==> src/hdl/cmuv_pkg.sv <==
`timescale 1ns / 1ps
`default_nettype none
// ----------------------------------------------------------------------------
// cmuv_pkg
// Shared types and constants of the cube map face and UV projection block.
// ----------------------------------------------------------------------------
package cmuv_pkg;

  // width of each position field on the input channel
  localparam int POS_W = 32;
  localparam int FACE_W = 3;

  // restoring divider: quotient bits resolved per pipeline stage
  localparam int DIV_STEPS_PER_STAGE = 2;

  typedef enum logic [FACE_W-1:0] {
    FACE_POS_X = 3'd0,
    FACE_NEG_X = 3'd1,
    FACE_POS_Y = 3'd2,
    FACE_NEG_Y = 3'd3,
    FACE_POS_Z = 3'd4,
    FACE_NEG_Z = 3'd5
  } face_e;

  typedef struct packed {
    face_e face;
    logic  degen;
  } side_t;

endpackage
`default_nettype wire

==> src/hdl/cmuv_uv_div.sv <==
`timescale 1ns / 1ps
`default_nettype none
// ----------------------------------------------------------------------------
// cmuv_uv_div
// Pipelined restoring divider, two lanes on a shared denominator, with a
// final round-half-up, saturate and degenerate override stage.
// ----------------------------------------------------------------------------
module cmuv_uv_div #(
  parameter int COORD_WIDTH  = 32,
  parameter int UV_FRAC_BITS = 16
) (
  input  logic                      clk_i,
  input  logic                      rst_ni,
  input  logic                      valid_i,
  output logic                      ready_o,
  input  logic [COORD_WIDTH:0]      num_u_i,
  input  logic [COORD_WIDTH:0]      num_v_i,
  input  logic [COORD_WIDTH:0]      den_i,
  input  cmuv_pkg::side_t           side_i,
  output logic                      valid_o,
  input  logic                      ready_i,
  output logic [UV_FRAC_BITS-1:0]   u_o,
  output logic [UV_FRAC_BITS-1:0]   v_o,
  output cmuv_pkg::side_t           side_o
);
  import cmuv_pkg::*;

  localparam int RW    = COORD_WIDTH + 1;
  localparam int QW    = UV_FRAC_BITS + 1;
  localparam int NSTEP = UV_FRAC_BITS + 1;
  localparam int SPS   = DIV_STEPS_PER_STAGE;
  localparam int NST   = (NSTEP + SPS - 1) / SPS;
  localparam logic [UV_FRAC_BITS-1:0] UV_HALF = {1'b1, {(UV_FRAC_BITS-1){1'b0}}};
  localparam logic [UV_FRAC_BITS-1:0] UV_MAX  = '1;

  // index NST is the output register
  logic [NST:0] vld_q;
  logic [NST:0] en;

  assign en[NST] = !vld_q[NST] || ready_i;
  for (genvar s = 0; s < NST; s++) begin : g_en
    assign en[s] = !vld_q[s] || en[s+1];
  end
  assign ready_o = en[0];
  assign valid_o = vld_q[NST];

  always_ff @(posedge clk_i or negedge rst_ni) begin
    if (!rst_ni) begin
      vld_q <= '0;
    end else begin
      if (en[0]) vld_q[0] <= valid_i;
      for (int s = 1; s <= NST; s++) begin
        if (en[s]) vld_q[s] <= vld_q[s-1];
      end
    end
  end

  logic [RW-1:0] rem_u_q [NST];
  logic [RW-1:0] rem_v_q [NST];
  logic [QW-1:0] q_u_q   [NST];
  logic [QW-1:0] q_v_q   [NST];
  logic [RW-1:0] den_q   [NST];
  side_t         side_q  [NST];

  for (genvar s = 0; s < NST; s++) begin : g_stage
    logic [RW-1:0] ru_in, rv_in, dn_in;
    logic [QW-1:0] qu_in, qv_in;
    side_t         sd_in;
    logic [RW-1:0] ru_d, rv_d;
    logic [QW-1:0] qu_d, qv_d;

    if (s == 0) begin : g_first
      assign ru_in = num_u_i;
      assign rv_in = num_v_i;
      assign qu_in = '0;
      assign qv_in = '0;
      assign dn_in = den_i;
      assign sd_in = side_i;
    end else begin : g_next
      assign ru_in = rem_u_q[s-1];
      assign rv_in = rem_v_q[s-1];
      assign qu_in = q_u_q[s-1];
      assign qv_in = q_v_q[s-1];
      assign dn_in = den_q[s-1];
      assign sd_in = side_q[s-1];
    end

    always_comb begin
      ru_d = ru_in;
      rv_d = rv_in;
      qu_d = qu_in;
      qv_d = qv_in;
      for (int j = 0; j < SPS; j++) begin
        if (s * SPS + j < NSTEP) begin
          if (s * SPS + j > 0) begin
            ru_d = {ru_d[RW-2:0], 1'b0};
            rv_d = {rv_d[RW-2:0], 1'b0};
          end
          qu_d = {qu_d[QW-2:0], 1'b0};
          qv_d = {qv_d[QW-2:0], 1'b0};
          if (ru_d >= dn_in) begin
            ru_d    = ru_d - dn_in;
            qu_d[0] = 1'b1;
          end
          if (rv_d >= dn_in) begin
            rv_d    = rv_d - dn_in;
            qv_d[0] = 1'b1;
          end
        end
      end
    end

    always_ff @(posedge clk_i) begin
      if (en[s]) begin
        rem_u_q[s] <= ru_d;
        rem_v_q[s] <= rv_d;
        q_u_q[s]   <= qu_d;
        q_v_q[s]   <= qv_d;
        den_q[s]   <= dn_in;
        side_q[s]  <= sd_in;
      end
    end
  end

  // round half up, saturate, degenerate override
  logic          rnd_u, rnd_v;
  logic [QW-1:0] qr_u, qr_v;
  logic [UV_FRAC_BITS-1:0] u_d, v_d, u_q, v_q;
  side_t         side_out_q;

  assign rnd_u = {rem_u_q[NST-1], 1'b0} >= {1'b0, den_q[NST-1]};
  assign rnd_v = {rem_v_q[NST-1], 1'b0} >= {1'b0, den_q[NST-1]};
  assign qr_u  = q_u_q[NST-1] + {{(QW-1){1'b0}}, rnd_u};
  assign qr_v  = q_v_q[NST-1] + {{(QW-1){1'b0}}, rnd_v};

  always_comb begin
    if (side_q[NST-1].degen) begin
      u_d = UV_HALF;
      v_d = UV_HALF;
    end else begin
      u_d = qr_u[QW-1] ? UV_MAX : qr_u[UV_FRAC_BITS-1:0];
      v_d = qr_v[QW-1] ? UV_MAX : qr_v[UV_FRAC_BITS-1:0];
    end
  end

  always_ff @(posedge clk_i) begin
    if (en[NST]) begin
      u_q        <= u_d;
      v_q        <= v_d;
      side_out_q <= side_q[NST-1];
    end
  end

  assign u_o    = u_q;
  assign v_o    = v_q;
  assign side_o = side_out_q;

endmodule
`default_nettype wire

==> config.mk <==
export PLATFORM = sky130hd
export DESIGN_NAME = cmuv_uv_div
export DESIGN_NICKNAME = d
export VERILOG_FILES = /design/src/hdl/cmuv_pkg.sv /design/src/hdl/cmuv_uv_div.sv
export SDC_FILE = /design/constraint.sdc
export NUM_CORES = 2
export LEC_CHECK = 0
export BUFFER_PORTS_ARGS = -buffer_cell sky130_fd_sc_hd__buf_2
export CORE_ASPECT_RATIO = 0.5
export CORE_MARGIN = 2
export CORE_UTILIZATION = 40
export DETAILED_ROUTE_END_ITERATION = 8
export MAX_ROUTING_LAYER = met4
export PLACE_DENSITY = 0.57
export SKIP_LAST_GASP = 1
export SLEW_MARGIN = 20
export SYNTH_ARGS = -nofsm -noshare
export SYNTH_HDL_FRONTEND = slang
export SYNTH_SLANG_ARGS = --single-unit
==> constraint.sdc <==
create_clock -name clk_i -period 22 [get_ports clk_i]
set_clock_uncertainty 0.1 [all_clocks]
set_input_delay 2.2 -clock clk_i [delete_from_list [all_inputs] [get_ports clk_i]]
set_output_delay 2.2 -clock clk_i [all_outputs]
set_load 0.01 [all_outputs]
# Word level (Yosys, flattened, before mapping)
# Memories as Yosys holds them, arrays and structs flattened.
# Index checks and enable logic that the tools add are counted.
# word_totals
word_cells,204
latchBits,0
memories,6
rom_bits,0
register_bits,46
ram_bits,1233
output_inout_bits,38
inputBits,107
# op_classes
n_reduce_logical,22
n_shift,0
eq_ne,0
div,0
multipliers,0
mux,88
bitwise_logic,0
add_sub_neg,36
order_cmp,36
# memory_table
name,words,width,rd,rd_ports_with_merged_regs,write_ports,line_no,rtl
den_q,9,33,9,0,9,cmuv_uv_div.sv:62,logic [RW-1:0] den_q [NST];
rem_u_q,9,33,9,0,9,cmuv_uv_div.sv:58,logic [RW-1:0] rem_u_q [NST];
rem_v_q,9,33,9,0,9,cmuv_uv_div.sv:59,logic [RW-1:0] rem_v_q [NST];
q_u_q,9,17,9,0,9,cmuv_uv_div.sv:60,logic [QW-1:0] q_u_q [NST];
q_v_q,9,17,9,0,9,cmuv_uv_div.sv:61,logic [QW-1:0] q_v_q [NST];
side_q,9,4,9,0,9,cmuv_uv_div.sv:63,side_t side_q [NST];
# op_table
op,count
$ge 33x33->1,34
$mux 33,18
$sub 33x33->33,18
$mux 32,16
$sub 32x32->32,16
$ge 34x33->1,2
$mux 1,52
$add 17x1->17,2
$mux 15,2
$logic_not 1->1,10
$logic_or 1x1->1,10
$reduce_or 2->1,2

# Longest topological paths before layout
# depth
ltp_word,13
ltp_mapped,31
ltp_nobuf,26

# Least setup slack after synthesis
# OpenSTA, ideal clock, no wires.
# synth_path
path_type,input port to output port
from,input ready_i
to,output ready_o
setup_slack_ns,9.928
arrival_time_ns,9.772
required_ns,19.700
n_path_buf,0
stages,6
path_cell_list,nor2b_1 > and2_1 > and3_1 > nand3_1 > nor2_1 > nand4_1
# synth_via
elab_chain_cells,10
# synth_rtl
item,line_no,rtl
start: declaration,cmuv_uv_div.sv:21,"input logic ready_i,"
$logic_or 1x1->1,cmuv_uv_div.sv:40,assign en[NST] = !vld_q[NST] || ready_i;
$logic_or 1x1->1 (5 in series),cmuv_uv_div.sv:42,assign en[s] = !vld_q[s] || en[s+1];
via en[4],cmuv_uv_div.sv:38,logic [NST:0] en;
$logic_or 1x1->1 (4 in series),cmuv_uv_div.sv:42,
end: declaration,cmuv_uv_div.sv:15,"output logic ready_o,"
# The timed path passes the listed nets, and every way through them passes these cells.

==> impl_metrics.csv <==
group,metric,value,unit
synthesis,postSynthAreaPerCell,9.474,um2
route,wire_length_per_cell,21.32,um
grt,largest_net_degree_at_the_start_of_global_routing,87,
grt,grt_antenna_before_repair,5,
floorplanning,die_h,364.0,um
route,vias_per_inst,5.644,
final_layout,num-nets-final,12310,
cts,holdBufCountCts,0,
floorplanning,start_util,40.15,%
grt,grt.overflow.total,0,
grt,track_usage,23.65,%
placed_design,buffer_ports.inserted,144,
synthesis,synth.net_count,12250,
final_layout,drive_above_1_share,11.08,%
worst_hold_path,hold_end,"q_u_q[0][95]",
cts,ctsLongestPathBuffers,3,
critical_path,critical_path_arrival,10540,ps
critical_path,regToRegSetupSlack,13090,ps
timing,setup-violations-final,0,
synthesis,synth_seq_cells,1135,
timing,max_slew.worst_pin.slew,1093,ps
cts,cts_resized,0,
timing,rsz0062_at_grt,"false",
synthesis,synth.lib_cells_used.distinct,101,
grt,grt_first_pass_wirelength,470900,um
cts,cts-htree-levels,3,
cts,tritoncts_clock_tree,"built",
synthesis,netlist_area,103700,um2
timing,setup_tns,0,ps
route,route.vias.total,82320,
synthesis,synth_seq_area_share,32.82,%
run_status,outcome,"finished clean",
cts,clk_latency,810,ps
critical_path,timing_worst_setup_path_type,"input pin to register",
worst_hold_path,hold_start,"q_u_q[0][76]",
synthesis,synth-warning-count,0,
timing,finalCritPeriodShare,46.08,%
timing,slew_headroom,26.84,%
flow_run,drv.max_cap_violation_count,0,
synthesis,ys_dominant_reg_cell,"edfxtp_1",
floorplanning,placement_rows,132,
final_layout,area_delta_synth_final,8.380,%
synthesis,number_of_synthesized_flops_with_an_enable_pin,1125,
timing,finalHoldViolCount,0,
timing,slew_viol_final,0,
synthesis,netlist_instances,10950,
cts,postCtsSetupRepairBufs,0,
critical_path,r2r-start,"den_q[0][34]",
floorplanning,core_region_area,258300,um2
floorplanning,top_level_ports,145,
synthesis,synth_async_sr_flop_share,0.8811,%
grt,grt_pass1_vias,81020,
placed_design,place.detailed.hpwl,254600,um
floorplanning,dieWidth,724.1,um
critical_path,r2r.worst_path.cells,25,
worst_hold_path,worst_hold_path_type,"register to register",
cts,cts_buffers,115,
critical_path,worst_path_max_fanout,34,
route,detail_route.first_pass.iterations,5,
route,antenna_left,0,
route,routed_wl,311000,um
timing,final.min_clock_period,10140,ps
critical_path,critical_path.reg2reg.endpoint,"rem_v_q[0][86]",
floorplanning,design.die.area,263600,um2
placed_design,place_congestion,0.9746,
timing,maxClockFrequency,98.65,MHz
worst_hold_path,min_delay_path_depth,0,
cts,path_clk_slew,70,ps
cts,clock_root_buffer,"clkbuf_16",
critical_path,setup.worst_path.end_class,"register",
route,drt_first_iter_violations,5478,
critical_path,worst_ep_required_time,22410,ps
cts,clkSinkCount,1135,
critical_path,start_kind,"input pin",
route,drc,0,
critical_path,crit_start,"den_i[1]",
-- cells in the final DEF (no fill, tap or decap), drive strengths merged, types with 33 or more instances in the layout --
cell type and count:
a211o 33, a211oi 84, a21boi 38, a21o 694
a21oi 1068, a221o 35, a31oi 130, and2 82
and3 121, buf 214, clkbuf 135, clkinv 38
edfxtp 1125, ha 1176, inv 630, mux2 686
mux2i 37, nand2 754, nand2b 140, nand3 224
nand4 161, nor2 666, nor2b 136, nor3 128
nor4 40, o211ai 47, o21a 137, o21ai 630
o21bai 160, o31ai 74, or2 46, or3 43
xnor2 608, xor2 365
-- critical path, stage by stage --
cell      delay [ps]
buf_2            100
inv_1            320
ha_1             320
nor2b_1          130
o21a_1           170
o21ai_0          340
a211oi_1         170
o31ai_1          590
o21ai_0          350
a21oi_1          460
and2_1           240
o311a_2          160
buf_4            410
mux2i_1          460
ha_1             320
nor2b_1          130
o21ai_0          200
a21oi_1          150
o31ai_1          500
nand3_1          240
a221oi_2         570
o21ai_0          250
nor4_1           620
o31a_1           290
o21ai_4          110
buf_4            280
mux2_2           340
-- per-stage QoR --
step	hold slack [ps]	utilization [%]	cells	setup slack (ps)	instance area, um2
after global routing	320.7	43.51	14590	11410	112400
final	312.5	43.51	14590	11860	112400
after detailed placement	304.5	41.98	14370	11070	108400
after CTS	305.5	43.50	14580	11910	112400
after global placement	300.6	41.98	14370	10960	108400
after floorplan	300.3	-	10950	9928	103700
-- state kept, by name, summed over array words and instances, names as in the netlist --
| signal | flops |
|---|---|
| side_o | 4 |
| rem_v_q | 289 |
| side_q | 36 |
| vld_q | 10 |
| rem_u_q | 289 |
| u_o | 16 |
| q_v_q | 89 |
| q_u_q | 89 |
| den_q | 297 |
| v_o | 16 |
-- synth_stat cells, drive strengths merged (47+ instances only) --
master	instances	share of area [%]
ha	1176	14
edfxtp	1125	33
a21oi	1068	5.2
nand2	754	2.7
a21o	694	5.0
mux2	686	7.5
nor2	666	2.4
o21ai	630	3.1
inv	618	2.2
xnor2	608	5.1
xor2	365	3.1
nand3	224	1.1
clkbuf	187	0.68
nand4	161	0.97
o21bai	160	1.2
nand2b	140	0.84
o21a	137	0.99
nor2b	136	0.82
a31oi	130	0.80
nor3	128	0.62
and3	121	0.73
buf	86	0.46
a211oi	84	0.61
and2	82	0.49
o31ai	74	0.54
o211ai	47	0.34
-- area by class of cell --
class                           count  area, um2
Fill cell                       25080     145900
Multi-Input combinational cell   8919      66460
Inverter                          619       2338
Clock buffer                      135       2984
Tap cell                         3484       4359
Timing Repair Buffer              214       1274
Antenna cell                        1      2.502
Clock inverter                     78      943.4
Sequential cell                  1135      34030
-- logic make-up after synthesis --
family / Yosys count / synth area share, %
AO/OA/AOI/OAI: 3410 / 21.08
AND/OR/NAND/NOR: 2617 / 12.09
adder cells (fa/ha/maj): 1196 / 14.57
flip-flops: 1135 / 32.82
XOR/XNOR: 973 / 8.217
buffers and inverters: 892 / 3.376
multiplexers: 723 / 7.849
-- worst max path at each step --
stage                               end  slack, ps  cells past startpoint
after floorplan                 ready_o       9930                      6
after global placement    rem_v_q[0][3]      10960                     27
after detailed placement  rem_v_q[0][4]      11070                     27
after CTS                 rem_v_q[0][4]      11910                     27
after global routing      rem_v_q[0][4]      11410                     27
final                     rem_v_q[0][4]      11860                     27
-- per-layer routing --
| metal | global-route usage (%) | up-vias | wire [um] |
|---|---|---|---|
| met5 | - | - | 0 |
| met4 | 11.25 | 0 | 17320 |
| met3 | 1.758 | 550 | 8853 |
| met2 | 39.10 | 1663 | 143600 |
| met1 | 29.51 | 39080 | 141200 |
| li1 | - | 41030 | - |
Power is left out: the tool's default activity adds up to more than one toggle a clock period on the data nets, which glitch-free logic cannot reach.
