--- config.mk ---
export PLATFORM = sky130hd
export DESIGN_NAME = cmuv_face_sel
export DESIGN_NICKNAME = d
export VERILOG_FILES = /design/src/hdl/cmuv_pkg.sv /design/src/hdl/cmuv_face_sel.sv
export SDC_FILE = /design/constraint.sdc
export NUM_CORES = 1
export LEC_CHECK = 0
export BUFFER_PORTS_ARGS = -buffer_cell sky130_fd_sc_hd__buf_2
export CAP_MARGIN = 20
export CELL_PAD_IN_SITES_DETAIL_PLACEMENT = 1
export CELL_PAD_IN_SITES_GLOBAL_PLACEMENT = 1
export CORE_UTILIZATION = 32
export CTS_CLUSTER_DIAMETER = 40
export DETAILED_ROUTE_END_ITERATION = 7
export PLACE_DENSITY_LB_ADDON = 0.1
export RECOVER_POWER = 100
export SETUP_SLACK_MARGIN = 0.3
export SLEW_MARGIN = 20
export SYNTH_ARGS = -nofsm -noshare
export SYNTH_HDL_FRONTEND = slang
export SYNTH_SLANG_ARGS = --single-unit
--- constraint.sdc ---
create_clock -name clk_i -period 8.2 [get_ports clk_i]
set_clock_uncertainty 0.05 [all_clocks]
set_input_delay 1.64 -clock clk_i [delete_from_list [all_inputs] [get_ports clk_i]]
set_output_delay 1.64 -clock clk_i [all_outputs]
set_load 0.1 [all_outputs]
--- src/hdl/cmuv_pkg.sv ---
`timescale 1ns / 1ps
`default_nettype none
// ----------------------------------------------------------------------------
// cmuv_pkg
// Shared types and constants of the cube map face and UV projection block.
// ----------------------------------------------------------------------------
package cmuv_pkg;

  // width of each position field on the input channel
  localparam int POS_W = 32;
  localparam int FACE_W = 3;

  // restoring divider: quotient bits resolved per pipeline stage
  localparam int DIV_STEPS_PER_STAGE = 2;

  typedef enum logic [FACE_W-1:0] {
    FACE_POS_X = 3'd0,
    FACE_NEG_X = 3'd1,
    FACE_POS_Y = 3'd2,
    FACE_NEG_Y = 3'd3,
    FACE_POS_Z = 3'd4,
    FACE_NEG_Z = 3'd5
  } face_e;

  typedef struct packed {
    face_e face;
    logic  degen;
  } side_t;

endpackage
`default_nettype wire

--- src/hdl/cmuv_face_sel.sv ---
`timescale 1ns / 1ps
`default_nettype none
// ----------------------------------------------------------------------------
// cmuv_face_sel
// Three stages: truncate or zero extend and magnitude, dominant axis and
// face pick, numerator and denominator forming for the UV divider.
// ----------------------------------------------------------------------------
module cmuv_face_sel #(
  parameter int COORD_WIDTH = 32
) (
  input  logic                               clk_i,
  input  logic                               rst_ni,
  input  logic                               valid_i,
  output logic                               ready_o,
  input  logic signed [cmuv_pkg::POS_W-1:0]  pos_x_i,
  input  logic signed [cmuv_pkg::POS_W-1:0]  pos_y_i,
  input  logic signed [cmuv_pkg::POS_W-1:0]  pos_z_i,
  output logic                               valid_o,
  input  logic                               ready_i,
  output logic [COORD_WIDTH:0]               num_u_o,
  output logic [COORD_WIDTH:0]               num_v_o,
  output logic [COORD_WIDTH:0]               den_o,
  output cmuv_pkg::side_t                    side_o
);
  import cmuv_pkg::*;

  localparam int CW = COORD_WIDTH;

  logic [2:0] vld_q;
  logic [2:0] en;

  assign en[2]   = !vld_q[2] || ready_i;
  assign en[1]   = !vld_q[1] || en[2];
  assign en[0]   = !vld_q[0] || en[1];
  assign ready_o = en[0];
  assign valid_o = vld_q[2];

  always_ff @(posedge clk_i or negedge rst_ni) begin
    if (!rst_ni) begin
      vld_q <= '0;
    end else begin
      if (en[0]) vld_q[0] <= valid_i;
      if (en[1]) vld_q[1] <= vld_q[0];
      if (en[2]) vld_q[2] <= vld_q[1];
    end
  end

  // stage A: take the low CW bits or zero extend to CW, magnitude
  logic [CW-1:0] x_raw, y_raw, z_raw;

  if (CW <= POS_W) begin : g_trunc
    assign x_raw = pos_x_i[CW-1:0];
    assign y_raw = pos_y_i[CW-1:0];
    assign z_raw = pos_z_i[CW-1:0];
  end else begin : g_ext
    assign x_raw = {{(CW-POS_W){1'b0}}, pos_x_i};
    assign y_raw = {{(CW-POS_W){1'b0}}, pos_y_i};
    assign z_raw = {{(CW-POS_W){1'b0}}, pos_z_i};
  end

  logic [CW-1:0] ax_d, ay_d, az_d;
  logic [CW-1:0] x_q, y_q, z_q, ax_q, ay_q, az_q;
  logic          px_q, py_q, pz_q;

  assign ax_d = x_raw[CW-1] ? (~x_raw + 1'b1) : x_raw;
  assign ay_d = y_raw[CW-1] ? (~y_raw + 1'b1) : y_raw;
  assign az_d = z_raw[CW-1] ? (~z_raw + 1'b1) : z_raw;

  always_ff @(posedge clk_i) begin
    if (en[0]) begin
      x_q  <= x_raw;
      y_q  <= y_raw;
      z_q  <= z_raw;
      ax_q <= ax_d;
      ay_q <= ay_d;
      az_q <= az_d;
      px_q <= !x_raw[CW-1] && (|x_raw);
      py_q <= !y_raw[CW-1] && (|y_raw);
      pz_q <= !z_raw[CW-1] && (|z_raw);
    end
  end

  // stage B: dominant axis, ties to Z then Y, zero counts as negative
  logic          z_win, y_win;
  face_e         face_d, face_q;
  logic [CW-1:0] m_d, m_q, cu_d, cu_q, cv_d, cv_q;
  logic          neg_u_d, neg_u_q, neg_v_d, neg_v_q, degen_q;

  assign z_win = (az_q >= ax_q) && (az_q >= ay_q);
  assign y_win = (ay_q >= ax_q);

  always_comb begin
    face_d  = FACE_NEG_Z;
    m_d     = az_q;
    cu_d    = x_q;
    cv_d    = y_q;
    neg_u_d = 1'b0;
    neg_v_d = 1'b0;
    if (z_win) begin
      m_d = az_q;
      if (pz_q) begin
        face_d = FACE_POS_Z;
      end else begin
        face_d  = FACE_NEG_Z;
        neg_u_d = 1'b1;
      end
    end else if (y_win) begin
      m_d  = ay_q;
      cv_d = z_q;
      if (py_q) begin
        face_d  = FACE_POS_Y;
        neg_v_d = 1'b1;
      end else begin
        face_d = FACE_NEG_Y;
      end
    end else begin
      m_d  = ax_q;
      cu_d = z_q;
      if (px_q) begin
        face_d  = FACE_POS_X;
        neg_u_d = 1'b1;
      end else begin
        face_d = FACE_NEG_X;
      end
    end
  end

  always_ff @(posedge clk_i) begin
    if (en[1]) begin
      face_q  <= face_d;
      m_q     <= m_d;
      cu_q    <= cu_d;
      cv_q    <= cv_d;
      neg_u_q <= neg_u_d;
      neg_v_q <= neg_v_d;
      degen_q <= !(|ax_q) && !(|ay_q) && !(|az_q);
    end
  end

  // stage C: n = m +/- c in 0..2m, d = 2m
  logic [CW:0] cu_ext, cv_ext, m_ext;
  logic [CW:0] num_u_q, num_v_q, den_q;
  side_t       side_q;

  assign cu_ext = {cu_q[CW-1], cu_q};
  assign cv_ext = {cv_q[CW-1], cv_q};
  assign m_ext  = {1'b0, m_q};

  always_ff @(posedge clk_i) begin
    if (en[2]) begin
      num_u_q      <= neg_u_q ? (m_ext - cu_ext) : (m_ext + cu_ext);
      num_v_q      <= neg_v_q ? (m_ext - cv_ext) : (m_ext + cv_ext);
      den_q        <= {m_q, 1'b0};
      side_q.face  <= face_q;
      side_q.degen <= degen_q;
    end
  end

  assign num_u_o = num_u_q;
  assign num_v_o = num_v_q;
  assign den_o   = den_q;
  assign side_o  = side_q;

endmodule
`default_nettype wire

### Word level (Yosys, flattened, before mapping)

Index checks and enable logic that the tools add are counted.
W data, S select, Z words.

* register bits: 402
* input bits: 100
* output and inout port bits: 105
* logic and storage cells: 87

* $add $sub $neg: 7
* $lt $le $gt $ge: 3
* mux-type cells: 21
* bitwise operators: 4
* reduce and logical (&&, ||, !) cells: 25

Operators by type and width (number)
* $mux W32: 6
* $reduce_or A32 Y1: 6
* $add A32 B1 Y32 const B: 3
* $ge A32 B32 Y1: 3
* $not A32 Y32: 3
* $mux W31: 3
* $add A32 B33 Y33: 2
* $mux W33: 2
* $sub A32 B33 Y33: 2
* $logic_not A1 Y1: 9
* $mux W1: 8
* $logic_and A1 B1 Y1: 6
* $mux W3: 2
* $logic_or A1 B1 Y1: 3
* $reduce_or A2 Y1: 1
* $not A1 Y1: 1

### Logic depth before layout (Yosys ltp)

Gate-level depths: netlist (run 1).

* depth after elaboration: 4
* depth in mapped cells: 18
* gate-level depth less buffers: 18

### Least setup slack after synthesis (run 1)

OpenSTA, ideal clock, no wires.

* kind: input port to flip-flop
* start: in ready_i
* end: reg ax_q[10] (enable)
* library setup time: 2.774 ns
* data arrival time: 7.800 ns
* data required time: 5.376 ns
* path slack: -2.424 ns
* stages on the path: 1
* path buffers: 0
* cell sequence: nand4b_1

* word-level cells in the longest chain between the ends: 3

RTL lines
* start, declared: line cmuv_face_sel.sv:19 `input logic ready_i,`
* $logic_or A1 B1 Y1: line cmuv_face_sel.sv:32 `assign en[2] = !vld_q[2] || ready_i;`
* $logic_or A1 B1 Y1: line cmuv_face_sel.sv:33 `assign en[1] = !vld_q[1] || en[2];`
* $logic_or A1 B1 Y1: line cmuv_face_sel.sv:34 `assign en[0] = !vld_q[0] || en[1];`
* end signal, assigned: line cmuv_face_sel.sv:74 `ax_q <= ax_d;`
* end, declared: line cmuv_face_sel.sv:62 `logic [CW-1:0] x_q, y_q, z_q, ax_q, ay_q, az_q;`

Every way passes these cells.
A chain may end at the register's enable or synchronous reset.

==> impl_metrics.csv, run 1 <==
group,metric,value,unit
cts,cts_num_sinks,399,
drt,drtIter0Drc,983,
worst_setup_path,startpoint_type,"register",
logic_synthesis,synth.distinct_cells,68,
logic_synthesis,yosysWarnings,0,
job,drv_cap,12,
drt,drt-total-wl,70240,um
worst_setup_path,path_buf_inv,1,
cts,clkSlewWorstSetupHoldPaths,0.06,ns
timing,worstMarginPinSlew,3.624,ns
die,std_cell_rows,96,
layout,multi_input_area,9592,um^2
die,die_y,265.1,um
cts,cts_tree,"built",
timing,maxSlewViolCount,555,
place,placed_area,24290,um^2
layout,fillerInstances,7448,
logic_synthesis,synth_cells,1843,
drt,post_drt_wl_per_cell,22.75,um
cts,numCtsBuffers,71,
global_routing,antenna_found_initial,5,
worst_setup_path,max_stage_delay,1.45,ns
power,irDropWorstVdd,0.2491,mV
cts,postCtsSetupBuffers,0,
timing,hold_viol_final,0,
worst_setup_path,critPathCaptureType,"register",
logic_synthesis,syn-cell-area,22150,um^2
run_status,violations,"capacitance limit, slew limit",
timing,relSlewSlack,-141.6,%
global_routing,grt.overflow.total,0,
cts,hold_buffers,0,
die,die_area,70270,um^2
global_routing,grt_max_degree,73,
cts,cts_max_path_buffers,3,
logic_synthesis,ys_seq_area_share,54.03,%
worst_setup_path,crit_type,"reg2reg",
die,core_area,68590,um^2
die,num_io_pins,205,
place,place_congestion,0.8805,
power,p_leak,0.009849,uW
global_routing,first_global_vias,16244,
drt,drc_errors,0,
drt,num_vias,15544,
logic_synthesis,synth_area_leaders,"edfxtp_1 54%, ha_1 9.3%, xnor2_1 6.8%",
logic_synthesis,synth.top_cell.area_share,53.69,%
place,dpl_worst_slack,2.657,ns
timing,max_freq,154.7,MHz
worst_setup_path,crit_chain,"ha_1, nor2b_1, o21ai_0, a21oi_1, o21ai_0, a21oi_1, nor3_1, o22a_1, clkbuf_1, or2_1, mux2_1",
layout,syn_to_final_growth,18.50,%
logic_synthesis,synth-edff-count,396,
worst_setup_path,critPathMaxFanout,41,
layout,register_area,11970,um^2
cts,clock-root-buffer,"clkbuf_16",
timing,hold_ws,0.3633,ns
timing,setup-tns-final,0,ns
global_routing,grt_pass1_wl,103400,um
logic_synthesis,netlist.top_cell.by_area,"edfxtp_1",
global_routing,grt_usage,19.98,%
layout,final_common_cell,"edfxtp_1",
drt,ant_nets,0,
place,dpl.hpwl,55210,um
drt,routed_via_density,5.035,
die,die_w,265.1,um
logic_synthesis,yosys_register_bits,399,
worst_setup_path,cp.required,8.46,ns
timing,setup_viol_count_final,0,
logic_synthesis,synthFlopType,"edfxtp_1",
cts,clock_latency,0.61,ns
place,placement.io_buffers,203,
worst_setup_path,cpMaxStageDelayCell,"or2_1",
logic_synthesis,syn_avg_cell_area,12.02,um^2
worst_setup_path,crit_arrival,6.72,ns
cts,cts_resized,0,
timing,rsz0062_at_grt,"false",
logic_synthesis,synth_fp_nets,2110,
min_path,min_path_type,"reg2reg",
layout,final_area,26250,um^2
logic_synthesis,async_flop_share,0.7519,%
worst_setup_path,reg2reg_slack,1.74,ns
layout,finalNetCount,2360,
timing,finalCriticalPeriod,6.464,ns
timing,fin_ws,1.736,ns
die,start_util,32.29,%
run_status,status,"finished, violations left",
layout,final_layout_size_suffix_gt1_share,7.438,%
timing,post-route-period-util,78.83,%
cts,htreeDepth,3,
worst_setup_path,crit_family,"compound AO/OA/AOI/OAI gates",
layout,layout_common_cells,"396 x edfxtp_1, 217 x clkbuf_1, 172 x xnor2_1, 165 x ha_1, 121 x nand2_1",
drt,dr.pass1.iters,5,
power,power.density,437.5,nW/um^2
cells in the mapped netlist (all sizes together) (24+ instances only):
| master | instances |
|---|---|
| nor2 | 96 |
| nand2b | 24 |
| nand2 | 121 |
| xnor2 | 172 |
| nor3 | 33 |
| inv | 100 |
| or3 | 28 |
| xor2 | 30 |
| a21oi | 113 |
| clkbuf | 27 |
| o21ai | 114 |
| nor4 | 33 |
| a21o | 55 |
| o31ai | 28 |
| ha | 165 |
| mux2i | 36 |
| mux2 | 62 |
| edfxtp | 396 |
cells by family after synthesis:
logic type | after synthesis | share of synthesized area, %
AO/OA/AOI/OAI | 390 | 10.99
flip-flops | 399 | 54.03
AND/OR/NAND/NOR | 447 | 10.33
multiplexers | 98 | 4.779
buffers and inverters | 139 | 2.373
other | 1 | 0.01693
XOR/XNOR | 202 | 7.988
adder cells (fa/ha/maj) | 167 | 9.502
per-stage QoR:
stage / util (%) / total power (uW) / std cells
after floorplan: - / 7436 / 1843
after global placement: 35.41 / 8684 / 2951
after detailed placement: 35.41 / 8750 / 2951
after CTS: 38.79 / 11670 / 3082
after global routing: 38.26 / 12110 / 3086
final: 38.27 / 11480 / 3087
flip-flops by register name, summed over array words and instances (netlist names), 31 cells and up:
name	count
den_o	32
y_q	32
ax_q	31
num_u_o	33
x_q	32
m_q	32
ay_q	31
az_q	31
cu_q	32
z_q	32
cv_q	32
num_v_o	33
where the power goes:
group,internal (uW),switching [uW],total (uW)
clock network,1770,1100,2870
logic,1490,3670,5160
registers,3040,417,3460
total,6290,5190,11500
per-layer routing:
metal	global-route usage, %	part of all wire [%]	vias up
li1	-	-	7458
met1	28.22	49	7661
met2	30.64	44	317
met3	2.740	3.8	108
met4	8.514	3.6	0
met5	0	0	-
worst paths after layout:
path | cells after the start | startpoint | to
setup reg to reg | 11 | x_q[0] | cu_q[24]
setup / recovery | 11 | x_q[0] | cu_q[24]
min in group asynchronous | 1 | rst_ni | vld_q[2]
hold / removal | 0 | face_q[1] | side_o[2]
max in group asynchronous | 1 | rst_ni | vld_q[0]
hold reg to reg | 0 | face_q[1] | side_o[2]
layout make-up:
type / instances / area share [%]
Clock inverter: 53 / 1.874
Clock buffer: 78 / 6.951
Multi-Input combinational cell: 1305 / 36.55
Antenna cell: 5 / 0.04767
Timing Repair Buffer: 215 / 3.104
Sequential cell: 399 / 45.60
Inverter: 101 / 1.445
Tap cell: 931 / 4.438
No activity file was read; power rests on OpenSTA's default activity.
==> inputs of run 2 (changes only) <==
- clock period: 8.2 -> 6.12 ns (I/O delays scaled with it)
==> impl_metrics.csv, run 2 (synthesis gave the netlist of run 1 again) <==
group,metric,value,unit
run_status,status,"finished, violations left",
run_status,violations,"capacitance limit, slew limit",
layout,final_cells,3086,
worst_setup_path,reg2reg_slack,0.84,ns
power,p_leak,0.009912,uW
place,placed_cells,2954,
min_path,hp-start,"face_q[0]",
worst_setup_path,worst-r2r-cell-count,18,
global_routing,first_global_vias,16210,
min_path,hold_path_depth,0,
die,die_area,70270,um^2
timing,finalCriticalPeriod,5.280,ns
layout,final_common_cell,"edfxtp_1",
timing,max_freq,189.4,MHz
global_routing,antenna_found_initial,7,
min_path,min_path_type,"reg2reg",
die,num_io_pins,205,
power,power.density,590.5,nW/um^2
worst_setup_path,crit_arrival,5.57,ns
cts,postCtsSetupBuffers,0,
drt,drtIter0Drc,942,
layout,final_layout_size_suffix_gt1_share,7.382,%
place,placed_area,24330,um^2
drt,ant_nets,0,
drt,num_vias,15559,
job,drv_cap,8,
layout,final_area,26380,um^2
timing,hold_ws,0.3801,ns
worst_setup_path,crit_type,"reg2reg",
min_path,min_to,"side_o[1]",
die,std_cell_rows,96,
worst_setup_path,reg2reg_to,"num_u_o[29]",
place,dpl.hpwl,54400,um
power,p_total,15580,uW
die,start_util,32.29,%
place,place_congestion,0.8466,
drt,drt-total-wl,69860,um
worst_setup_path,critPathMaxFanout,5,
worst_setup_path,r2r-start,"cu_q[0]",
place,dpl_worst_slack,0.8688,ns
timing,post-route-period-util,86.27,%
cts,clock_latency,0.60,ns
die,die_w,265.1,um
drt,routed_via_density,5.042,
die,die_y,265.1,um
global_routing,grt.overflow.total,0,
power,irDropWorstVdd,0.3167,mV
layout,syn_to_final_growth,19.10,%
timing,fin_ws,0.8400,ns
cts,htreeDepth,3,
layout,finalNetCount,2364,
cts,cts_tree,"built",
timing,maxSlewViolCount,472,
place,placement.io_buffers,203,
cts,clkSlewWorstSetupHoldPaths,0.05,ns
worst_setup_path,cp.required,6.41,ns
global_routing,grt_usage,19.85,%
worst_setup_path,startpoint_type,"register",
global_routing,grt_pass1_wl,102800,um
cts,clock-root-buffer,"clkbuf_16",
cts,cts_num_sinks,399,
layout,layout_common_cells,"396 x edfxtp_1, 213 x clkbuf_1, 172 x xnor2_1, 165 x ha_1, 121 x nand2_1",
timing,rsz0062_at_grt,"false",
drt,post_drt_wl_per_cell,22.64,um
drt,drc_errors,0,
layout,fillerInstances,7360,
timing,setup_viol_count_final,0,
cts,cts_max_path_buffers,3,
die,core_area,68590,um^2
timing,worstMarginPinSlew,2.906,ns
worst_setup_path,critPathCaptureType,"register",
drt,dr.pass1.iters,5,
cts,numCtsBuffers,72,
timing,relSlewSlack,-93.74,%
global_routing,grt_max_degree,149,
timing,hold_viol_final,0,
## run 2: cell types whose count changed in the layout (fill, tap and decap cells not counted), sizes merged
cell | before | now
bufinv | 4 | 8
diode | 5 | 1
inv | 116 | 110
buf | 2 | 7
clkinvlp | 6 | 8
clkbuf | 291 | 290
clkinv | 28 | 27
## run 2: worst max-delay path by stage
stage,startpoint,end,slack [ns],cells after the start
2_1_floorplan,ready_i,ax_q[10],-4.10,1
3_3_place_gp,cv_q[4],num_v_o[32],0.95,18
3_5_place_dp,cv_q[2],num_v_o[32],0.87,18
4_1_cts,cv_q[2],num_v_o[32],0.85,18
5_1_grt,cu_q[0],num_u_o[29],0.38,18
6_report,cu_q[0],num_u_o[29],0.84,18
## run 2: worst max-delay path, stage by stage, from the launching register on
cell	delay (ns)
edfxtp_1	0.43
inv_1	0.09
ha_1	0.16
nor3b_1	0.39
and2_0	0.31
nor3b_1	0.61
a21oi_1	0.18
xnor2_1	0.17
ha_1	0.34
a21o_1	0.19
a21o_1	0.17
a21oi_1	0.23
nand3_1	0.10
a211oi_1	0.46
nor3b_1	0.12
clkbuf_1	0.19
a2111oi_0	0.50
nor3_1	0.14
xor2_1	0.16
## run 2: where the power goes
group          leakage (uW)  internal (uW)  switching [uW]
Combinational       0.00467           1990            4950
Clock               0.00117           2570            1440
Sequential          0.00408           4070             555
## run 2: timing repair
action | in CTS | in global routing
endpoints found under the setup margin | 0 | 2
hold buffers | 0 | 0
resized for setup | 0 | 1
## run 2: area by class of cell
type	instances	area (um^2)	area share, %
timing repair buffer	218	845.8	3.206
multi-input combinational	1305	9592	36.36
inverter	101	379.1	1.437
tap	931	1165	4.416
sequential	399	11970	45.36
clock inverter	52	558.0	2.115
clock buffer	79	1871	7.091
antenna	1	2.502	0.009486
## run 2: per-stage QoR
| stage | utilization [%] | setup TNS (ns) |
|---|---|---|
| 6_report | 38.46 | 0 |
| 5_1_grt | 38.46 | 0 |
| 4_1_cts | 39.02 | 0 |
| 3_5_place_dp | 35.48 | 0 |
| 3_3_place_gp | 35.48 | 0 |
| 2_1_floorplan | - | -792.28 |
## run 2: metal layers
| metal | vias up | wire (um) | global-route usage [%] |
|---|---|---|---|
| li1 | 7458 | - | - |
| met1 | 7694 | 33260 | 27.42 |
| met2 | 307 | 31710 | 31.36 |
| met3 | 100 | 2934 | 3.212 |
| met4 | 0 | 1953 | 7.202 |
| met5 | - | 0 | 0 |
